`src/hdl/sipq_pkg.sv`:
```
// Package for the sorted-insert max priority queue.
// Holds default sizes, status codes and the cell control struct.
// No dependencies.
package sipq_pkg;

    localparam int CAPACITY_DEF = 16;
    localparam int KEY_BITS_DEF = 16;
    localparam int TAG_BITS_DEF = 16;

    // occupancy port width, count taken modulo 32
    localparam int OCC_W = 5;

    typedef enum logic [1:0] {
        ST_OK    = 2'd0,
        ST_EMPTY = 2'd1,
        ST_FULL  = 2'd2
    } status_t;

    // command broadcast to every cell of the row
    typedef struct packed {
        logic ins;
        logic pop;
    } cell_ctrl_t;

endpackage

```
`src/hdl/sipq_cell.sv`:
```
// One slot of the sorted row: holds a key and a tag.
// Shifts towards the tail on insert, towards the head on pop.
// Depends on sipq_pkg.
module sipq_cell
    import sipq_pkg::*;
#(
    parameter int IDX      = 0,
    parameter int CAPACITY = CAPACITY_DEF,
    parameter int KEY_BITS = KEY_BITS_DEF,
    parameter int TAG_BITS = TAG_BITS_DEF,
    localparam int CNT_W   = $clog2(CAPACITY + 1)
)
(
    input  logic                clk,
    input  cell_ctrl_t          ctrl,
    input  logic [CNT_W-1:0]    count,
    input  logic [KEY_BITS-1:0] new_key,
    input  logic [TAG_BITS-1:0] new_tag,
    input  logic [KEY_BITS-1:0] left_key,
    input  logic [TAG_BITS-1:0] left_tag,
    input  logic                left_greater,
    input  logic [KEY_BITS-1:0] right_key,
    input  logic [TAG_BITS-1:0] right_tag,
    output logic [KEY_BITS-1:0] key,
    output logic [TAG_BITS-1:0] tag,
    output logic                greater
);

    logic [KEY_BITS-1:0] key_reg, key_next;
    logic [TAG_BITS-1:0] tag_reg, tag_next;
    logic                occupied;

    assign occupied = CNT_W'(IDX) < count;
    // new entry goes ahead of this slot: empty, or held key strictly smaller
    assign greater  = !occupied || (new_key > key_reg);

    always_comb
    begin
        key_next = key_reg;
        tag_next = tag_reg;
        if (ctrl.pop)
        begin
            key_next = right_key;
            tag_next = right_tag;
        end
        else if (ctrl.ins)
        begin
            if (left_greater)
            begin
                key_next = left_key;
                tag_next = left_tag;
            end
            else if (greater)
            begin
                key_next = new_key;
                tag_next = new_tag;
            end
        end
    end

    always_ff @(posedge clk)
    begin
        key_reg <= key_next;
        tag_reg <= tag_next;
    end

    assign key = key_reg;
    assign tag = tag_reg;

endmodule

```
`src/hdl/sorted_insert_max_priority_queue_unit.sv`:
```
// Sorted-insert max priority queue, top level: a row of compare-and-shift cells.
// The result is registered from the accepted input transaction.
// Throughput: one insert or pop per cycle while the input is not stalled; every cell compares in parallel.
// Input stalls only while a result is held and the output is stalled.
// Reset clears the entry count and output valid; slot contents are not cleared.
module sorted_insert_max_priority_queue_unit
    import sipq_pkg::*;
#(
    parameter int CAPACITY = CAPACITY_DEF,
    parameter int KEY_BITS = KEY_BITS_DEF,
    parameter int TAG_BITS = TAG_BITS_DEF
)
(
    input  logic                clk,
    input  logic                rst_n,
    input  logic                in_valid,
    output logic                in_stall,
    input  logic                mode,
    input  logic [KEY_BITS-1:0] key,
    input  logic [TAG_BITS-1:0] tag,
    output logic                out_valid,
    input  logic                out_stall,
    output logic [1:0]          status,
    output logic [KEY_BITS-1:0] out_key,
    output logic [TAG_BITS-1:0] out_tag,
    output logic [OCC_W-1:0]    occupancy
);

    localparam int CNT_W = $clog2(CAPACITY + 1);

    logic [CNT_W-1:0]    count_reg, count_next;
    logic                out_valid_reg, out_valid_next;
    status_t             status_reg, status_next;
    logic [KEY_BITS-1:0] out_key_reg, out_key_next;
    logic [TAG_BITS-1:0] out_tag_reg, out_tag_next;
    logic [OCC_W-1:0]    occ_reg, occ_next;

    logic       accept, is_full, is_empty;
    cell_ctrl_t ctrl;

    logic [KEY_BITS-1:0] cell_key [CAPACITY];
    logic [TAG_BITS-1:0] cell_tag [CAPACITY];
    logic                cell_gt  [CAPACITY];

    assign in_stall = out_valid_reg && out_stall;
    assign accept   = in_valid && !in_stall;
    assign is_full  = count_reg == CNT_W'(CAPACITY);
    assign is_empty = count_reg == '0;

    assign ctrl.ins = accept && !mode && !is_full;
    assign ctrl.pop = accept && mode && !is_empty;

    for (genvar i = 0; i < CAPACITY; i++)
    begin : g_cell
        logic [KEY_BITS-1:0] lk, rk;
        logic [TAG_BITS-1:0] lt, rt;
        logic                lg;

        if (i == 0)
        begin : g_head
            assign lk = key;
            assign lt = tag;
            assign lg = 1'b0;
        end
        else
        begin : g_body
            assign lk = cell_key[i-1];
            assign lt = cell_tag[i-1];
            assign lg = cell_gt[i-1];
        end

        // tail slot takes its own content on pop; it falls outside the count anyway
        if (i == CAPACITY - 1)
        begin : g_tail
            assign rk = cell_key[i];
            assign rt = cell_tag[i];
        end
        else
        begin : g_next
            assign rk = cell_key[i+1];
            assign rt = cell_tag[i+1];
        end

        sipq_cell #(
            .IDX      (i),
            .CAPACITY (CAPACITY),
            .KEY_BITS (KEY_BITS),
            .TAG_BITS (TAG_BITS)
        ) u_cell (
            .clk          (clk),
            .ctrl         (ctrl),
            .count        (count_reg),
            .new_key      (key),
            .new_tag      (tag),
            .left_key     (lk),
            .left_tag     (lt),
            .left_greater (lg),
            .right_key    (rk),
            .right_tag    (rt),
            .key          (cell_key[i]),
            .tag          (cell_tag[i]),
            .greater      (cell_gt[i])
        );
    end

    always_comb
    begin
        count_next     = count_reg;
        out_valid_next = out_valid_reg && out_stall;
        status_next    = status_reg;
        out_key_next   = out_key_reg;
        out_tag_next   = out_tag_reg;
        occ_next       = occ_reg;
        if (ctrl.ins)
        begin
            count_next = count_reg + 1'b1;
        end
        else if (ctrl.pop)
        begin
            count_next = count_reg - 1'b1;
        end
        if (accept)
        begin
            out_valid_next = 1'b1;
            out_key_next   = '0;
            out_tag_next   = '0;
            occ_next       = OCC_W'(count_next);
            if (mode)
            begin
                if (is_empty)
                begin
                    status_next = ST_EMPTY;
                end
                else
                begin
                    status_next  = ST_OK;
                    out_key_next = cell_key[0];
                    out_tag_next = cell_tag[0];
                end
            end
            else
            begin
                status_next = is_full ? ST_FULL : ST_OK;
            end
        end
    end

    always_ff @(posedge clk or negedge rst_n)
    begin
        if (!rst_n)
        begin
            count_reg     <= '0;
            out_valid_reg <= 1'b0;
        end
        else
        begin
            count_reg     <= count_next;
            out_valid_reg <= out_valid_next;
        end
    end

    always_ff @(posedge clk)
    begin
        status_reg  <= status_next;
        out_key_reg <= out_key_next;
        out_tag_reg <= out_tag_next;
        occ_reg     <= occ_next;
    end

    assign out_valid = out_valid_reg;
    assign status    = status_reg;
    assign out_key   = out_key_reg;
    assign out_tag   = out_tag_reg;
    assign occupancy = occ_reg;

    a_count_bound: assert property (@(posedge clk) disable iff (!rst_n)
        count_reg <= CNT_W'(CAPACITY))
        else $error("entry count above capacity");

    a_pop_count: assert property (@(posedge clk) disable iff (!rst_n)
        (accept && mode && !is_empty) |=> (count_reg == $past(count_reg) - 1'b1))
        else $error("pop did not remove one entry");

    a_head_sorted: assert property (@(posedge clk) disable iff (!rst_n)
        (count_reg >= CNT_W'(2)) |-> (cell_key[0] >= cell_key[1]))
        else $error("head slots out of order");

    a_full_keeps: assert property (@(posedge clk) disable iff (!rst_n)
        (accept && !mode && is_full) |=> (count_reg == $past(count_reg)))
        else $error("insert into full queue changed the count");

endmodule

```
`config.mk`:
```
export PLATFORM = sky130hd
export DESIGN_NAME = sorted_insert_max_priority_queue_unit
export DESIGN_NICKNAME = d
export VERILOG_FILES = /design/src/hdl/sipq_pkg.sv /design/src/hdl/sipq_cell.sv /design/src/hdl/sorted_insert_max_priority_queue_unit.sv
export SDC_FILE = /design/constraint.sdc
export NUM_CORES = 1
export LEC_CHECK = 0
export ABC_CLOCK_PERIOD_IN_PS = 4550
export BUFFER_PORTS_ARGS = -buffer_cell sky130_fd_sc_hd__buf_4
export CAP_MARGIN = 20
export CORE_ASPECT_RATIO = 0.7
export CORE_MARGIN = 8
export CORE_UTILIZATION = 32
export DETAILED_ROUTE_END_ITERATION = 10
export GPL_TIMING_DRIVEN = 0
export PLACE_DENSITY = 0.57
export SLEW_MARGIN = 20
export SYNTH_ARGS = -nofsm -noshare
export SYNTH_HDL_FRONTEND = slang
export SYNTH_HIERARCHICAL = 1
export SYNTH_SLANG_ARGS = --single-unit
```
`constraint.sdc`:
```
create_clock -name clk -period 4.55 [get_ports clk]
set_input_delay 0.91 -clock clk [delete_from_list [all_inputs] [get_ports clk]]
set_output_delay 0.91 -clock clk [all_outputs]
set_load 0.05 [all_outputs]
```
==> run metrics, run 1 <==
status=finished, final reports clean; Fmax achieved=around 230 MHz; relative slew slack=around a third; clk_lat worst skew=approximately 0.66 ns; H-tree Lvls=2; Clk network pwr share=24.9%; routed wire length=approximately 95,000 µm; met3 Usage GRT=under 10%; CP startpoint kind=flip-flop; fillcell total=11,000; cell count after synthesis=between 3,000 and 4,000; Final Hold Viols=0; CTS tree=done; Slew @ Worst Pin=between 0.9 and 1 ns; final setup fails=0; vias in the first global route=approximately 26,000; CTS max path bufs=3; internal power=~12 mW; Pwr Density=roughly 500 nW/µm²; fin nets=around 3,800; placed cells=a little under 5,000; antenna violations before repair=3; GRT Resource Usage Total=15.4%; DR pass1 iterations=5; Crit Path Max Fanout=20; Clock Skew=0.0229 ns; CP endpoint kind=flip-flop; via count=25,600; Worst Path Arrival=between 4 and 5 ns; Worst EP required=approximately 4.9 ns; Detailed Place HPWL=roughly 74,000 µm; global route hottest layer=met1; Min-Delay Path Class=primary input to asynchronous set/reset pin; Die Ht=roughly 290 µm; antenna-violating nets left=0; die area=between 100,000 and 150,000 µm²; largest net degree at the start of global routing=34; Max Cap Violations=0; # hold bufs at CTS=0; initial core utilization=32.2%; gpl congestion=a little over 0.8; fin crit period=approximately 4.4 ns; Mean Syn Cell Area=10.4 µm²; NetSw=~6.9 mW; fin. max-slew vios=0; layout cell share with drive strength beyond 1=under 10%; grt met2 use=20.5%; Boundary Pins=between 70 and 80; grt total ovfl=0; PortBufs=77; first-pass GRT wire length=between 150,000 and 200,000 µm; worst vdd ir=~0.29 mV; DRC viols=0; Ys Warns=6; Netlist Area Pre-Place=34,800 µm²; CP Class=flip-flop to flip-flop; Clock Pin Slew Worst Setup and Hold Paths=roughly 0.060 ns; Post-Layout Cell Count=between 4,000 and 5,000; Clock Sinks=about 560; Root Driver=clkbuf_16; total negative slack=0 ns; sw frac=35.4%; area delta synth->final=14.1%; met1 Use GR=between 20% and 30%; die width=between 400 and 500 µm; total CTS buffers=59; First DRT Iteration DRCs=~2,000; routed wire length per instance=~19 µm; vias per std cell=5.13; row count=101; Syn Nets=3,626; P_leak=about 16 nW; post-route clock period utilization=between 90 and 100%; share of total power in combinational logic=~33%; RSZ-0062 raised after global routing=false; core area=108,000 µm²; worst r2r path cells=10; Seq pwr share=between 40% and 50%
## metal layers
metal / vias up / wire (µm)
met5: - / 13
met4: 2 / 1060
met3: 90 / 5330
met2: 521 / 35500
met1: 12600 / 53300
li1: 12400 / -
## critical path, cell delays in order, from the launching register on
cell and delay, ns:
dfrtp_1 0.96, nor2_2 0.19, a311oi_4 0.54, buf_6 0.24
buf_8 0.18, buf_6 0.20, buf_6 0.19, clkbuf_1 0.52
nor3_1 0.20, a21oi_4 0.54, buf_16 0.24
## repair_timing
action                     CTS  global route
setup endpoints to repair    0            20
gates resized for setup      0             4
buffers inserted             0             0
## power by group through the flow
stage                     sequential (mW)  clock, mW  combinational (mW)
after floorplan                      7.95          0                4.49
final                                8.10       4.82                6.44
after global placement               8.24          0                5.97
after detailed placement             8.19          0                6.34
after CTS                            8.10       4.94                6.38
after global routing                 8.22       5.12                7.10
## metrics by stage
step | util, % | power [mW] | area (µm²) | hold WS, ns | setup slack, ns
after floorplan | - | 12.4 | 34800 | 0.524 | 0.390
after global placement | 34.4 | 14.2 | 37200 | 0.544 | -2.12
after detailed placement | 35.0 | 14.5 | 37800 | 0.543 | -0.176
after CTS | 36.7 | 19.4 | 39700 | 0.0255 | 0.122
after global routing | 36.7 | 20.4 | 39700 | 0.0287 | 0.0680
final | 36.7 | 19.4 | 39700 | 0.0622 | 0.172
## layout by cell type (no fill, tap or decap), types with 7 or more instances in the layout
cell / instances
nand2_1: 566
edfxtp_1: 551
mux2i_1: 512
o21ai_0: 510
inv_1: 259
ha_1: 258
clkbuf_1: 130
a21oi_1: 117
buf_4: 82
clkbuf_16: 60
buf_2: 56
and2_1: 48
o21ai_1: 44
nor2_1: 33
a21o_1: 29
nand4_1: 25
nor3_1: 22
nand4_2: 18
nor2b_1: 17
nor4_2: 16
buf_16: 16
nand3_1: 15
a21boi_2: 15
clkinv_1: 14
clkinv_2: 12
a21oi_4: 11
o31ai_2: 10
nand2b_1: 10
o21a_1: 7
## worst paths after layout
| check | startpoint | endpoint | slack, ns |
|---|---|---|---|
| setup / recovery | count_reg[3] | g_cell[14].u_cell/tag[3] | 0.17 |
| hold reg to reg | g_cell[14].u_cell/tag[2] | g_cell[13].u_cell/tag[2] | 0.56 |
| hold / removal | rst_n | count_reg[1] | 0.06 |
| min in group clk | in_valid | out_valid | 0.46 |
| max in group asynchronous | rst_n | count_reg[2] | 4.35 |
| setup reg to reg | count_reg[3] | g_cell[14].u_cell/tag[3] | 0.17 |
## area by class of cell
class | count | area [µm²] | area share, %
inverters | 261 | 980 | 2.47
clock inverters | 32 | 283 | 0.713
repair buffers | 100 | 1110 | 2.81
plain buffers | 179 | 776 | 1.96
well taps | 1442 | 1800 | 4.55
diodes | 2 | 5.00 | 0.0126
multi-input cells | 2334 | 16500 | 41.5
clock buffers | 75 | 1560 | 3.93
flip-flops and latches | 557 | 16700 | 42.1
Note: power is estimated with default switching activity, not from simulation.
==> run 2: changes to the inputs <==
- HOLD_SLACK_MARGIN: default -> 0.08
==> run 2 against run 1 <==
Final cell count barely moved. Clock power about the same. Via count is essentially flat. Sequential cell count stayed put. Fmax barely moved. Largest power group unchanged. Core utilization barely moved. Global-route usage is essentially flat. Sequential power is essentially flat. First-iteration DRC count is 0.30% higher. Largest cell class unchanged.
==> run metrics, run 2 (same netlist as run 1, synthesis figures left out) <==
status=finished, final reports clean (unchanged); CP endpoint kind=flip-flop (unchanged); die width=410 µm (unchanged); Worst EP required=4.91 ns (about the same); row count=101 (unchanged); cell area after layout=39,700 µm² (about the same); initial core utilization=32.2% (unchanged); Pwr Density=487 nW/µm² (was 488 nW/µm²); vias per std cell=5.13 (about the same); DR pass1 iterations=5 (unchanged); core area=108,000 µm² (unchanged); Root Driver=clkbuf_16 (unchanged); CP startpoint kind=flip-flop (unchanged); crit-path most repeated cell=buf_6 (unchanged); worst vdd ir=0.282 mV (was 0.285 mV); largest net degree at the start of global routing=34 (unchanged); Final Worst Setup Slack=0.170 ns (was 0.172 ns); fin nets=3,788 (was 3,787); layout cell share with drive strength beyond 1=9.47% (about the same); Clock Pin Slew Worst Setup and Hold Paths=0.06 ns (about the same); clk_lat worst skew=0.66 ns (about the same); routed wire length per instance=19.1 µm (about the same); Final Core Density=36.7% (about the same); Worst path max stage delay=0.96 ns (about the same); gpl congestion=0.809 (unchanged); CP max stage cell=dfrtp_1 (unchanged); via count=25,600 (about the same); CP Class=flip-flop to flip-flop (unchanged); routed wire length=95,200 µm (was 95,300 µm); Worst Hold Slack=0.462 ns (was 0.0622 ns); CTS max path bufs=3 (unchanged); post-route clock period utilization=96.3% (was 96.2%); Critical R2R Launch=count_reg[3] (unchanged); relative slew slack=34.6% (was 35.2%); worst r2r path cells=10 (unchanged); most frequent cells in the layout=nand2_1 (566), edfxtp_1 (551), mux2i_1 (512) (unchanged); grt total ovfl=0 (unchanged); Min-Delay Path Class=primary input to flip-flop (was primary input to asynchronous set/reset pin); Place WS=-0.176 ns (unchanged); crit path to=g_cell[14].u_cell/tag[3] (unchanged); GRT Resource Usage Total=15.4% (about the same); Worst path top cell family by delay=buffers and inverters (unchanged); Slew @ Worst Pin=0.976 ns (was 0.968 ns); final setup fails=0 (unchanged); fillcell total=11,000 (about the same); CTS tree=done (unchanged); first-pass GRT wire length=150,000 µm (about the same); PortBufs=77 (unchanged); total CTS buffers=59 (unchanged); DRC viols=0 (unchanged); total negative slack=0 ns (unchanged); WP buf/inv=6 (unchanged); Detailed Place HPWL=73,800 µm (unchanged); total power=19.3 mW (was 19.4 mW); r2r endpoint=g_cell[14].u_cell/tag[3] (unchanged); crit-path cells=nor2_2 -> a311oi_4 -> buf_6 -> buf_8 -> buf_6 -> buf_6 -> clkbuf_1 -> nor3_1 -> a21oi_4 -> buf_16 (unchanged); Clock Sinks=557 (unchanged); WP depth=10 (unchanged); antenna-violating nets left=0 (unchanged); H-tree Lvls=2 (unchanged); First DRT Iteration DRCs=1,999 (was 1,993); Boundary Pins=78 (unchanged); Clock Skew=0.0237 ns (was 0.0229 ns); fin crit period=4.38 ns (about the same); die area=120,000 µm² (unchanged); Reg2Reg Setup Slack=0.17 ns (about the same); placed cells=4,873 (unchanged); Crit Path Max Fanout=20 (unchanged); Worst Path Arrival=4.74 ns (about the same); Die Ht=292 µm (unchanged); P_leak=16.0 nW (about the same); most common cell after layout, fill and taps aside=nand2_1 (unchanged); vias in the first global route=25,900 (about the same); Post-Layout Cell Count=4,983 (was 4,982); RSZ-0062 raised after global routing=false (unchanged); fin. max-slew vios=0 (unchanged); Fmax achieved=228 MHz (about the same); Placed Area=37,800 µm² (unchanged); Max Cap Violations=0 (unchanged); CP startpoint=count_reg[3] (unchanged); area delta synth->final=14.1% (about the same); Final Hold Viols=0 (unchanged); antenna violations before repair=3 (unchanged)
run 2: changes by cell type in the layout (fill, tap and decap cells not counted), sizes merged:
cell | previous run | this run
dlygate4sd3 | 0 | 1
run 2: routing by layer:
layer	track usage (%)	wire length [µm]	vias up
li1	-	-	12400
met2	20.5	35500	544
met1	25.8	53300	12600
met3	2.30	5380	91
met5	0	13	-
met4	2.11	1020	2
run 2: repair_timing:
item	4_1_cts	5_1_grt
setup endpoints to repair	0	20
hold buffers	1	0
buffers inserted	0	0
hold endpoints to repair	6	0
gates resized for setup	0	4
run 2: how the worst min path moves through the flow:
stage	from	endpoint	slack, ns	cells after the start
after global routing	in_valid	out_valid	0.43	2
after CTS	in_valid	out_valid	0.42	2
after floorplan	g_cell[0].u_cell/tag[0]	out_tag[0]	0.52	1
after detailed placement	g_cell[14].u_cell/tag[2]	g_cell[13].u_cell/tag[2]	0.54	2
after global placement	g_cell[15].u_cell/tag[2]	g_cell[15].u_cell/tag[2]	0.54	2
final	in_valid	out_valid	0.46	2
run 2: power by group:
part / total [mW] / switching [mW] / internal, mW
logic: 6.44 / 3.83 / 2.60
clock network: 4.81 / 2.17 / 2.64
registers: 8.10 / 0.842 / 7.25
total: 19.3 / 6.84 / 12.5
run 2: cell type report:
class | instances | area (µm²) | area share [%]
clock buffer | 75 | 1560 | 3.93
inverter | 261 | 980 | 2.47
antenna | 2 | 5.00 | 0.0126
tap | 1442 | 1800 | 4.55
buffer | 179 | 776 | 1.95
multi-input combinational | 2334 | 16500 | 41.5
clock inverter | 32 | 283 | 0.713
sequential | 557 | 16700 | 42.1
timing repair buffer | 101 | 1120 | 2.83
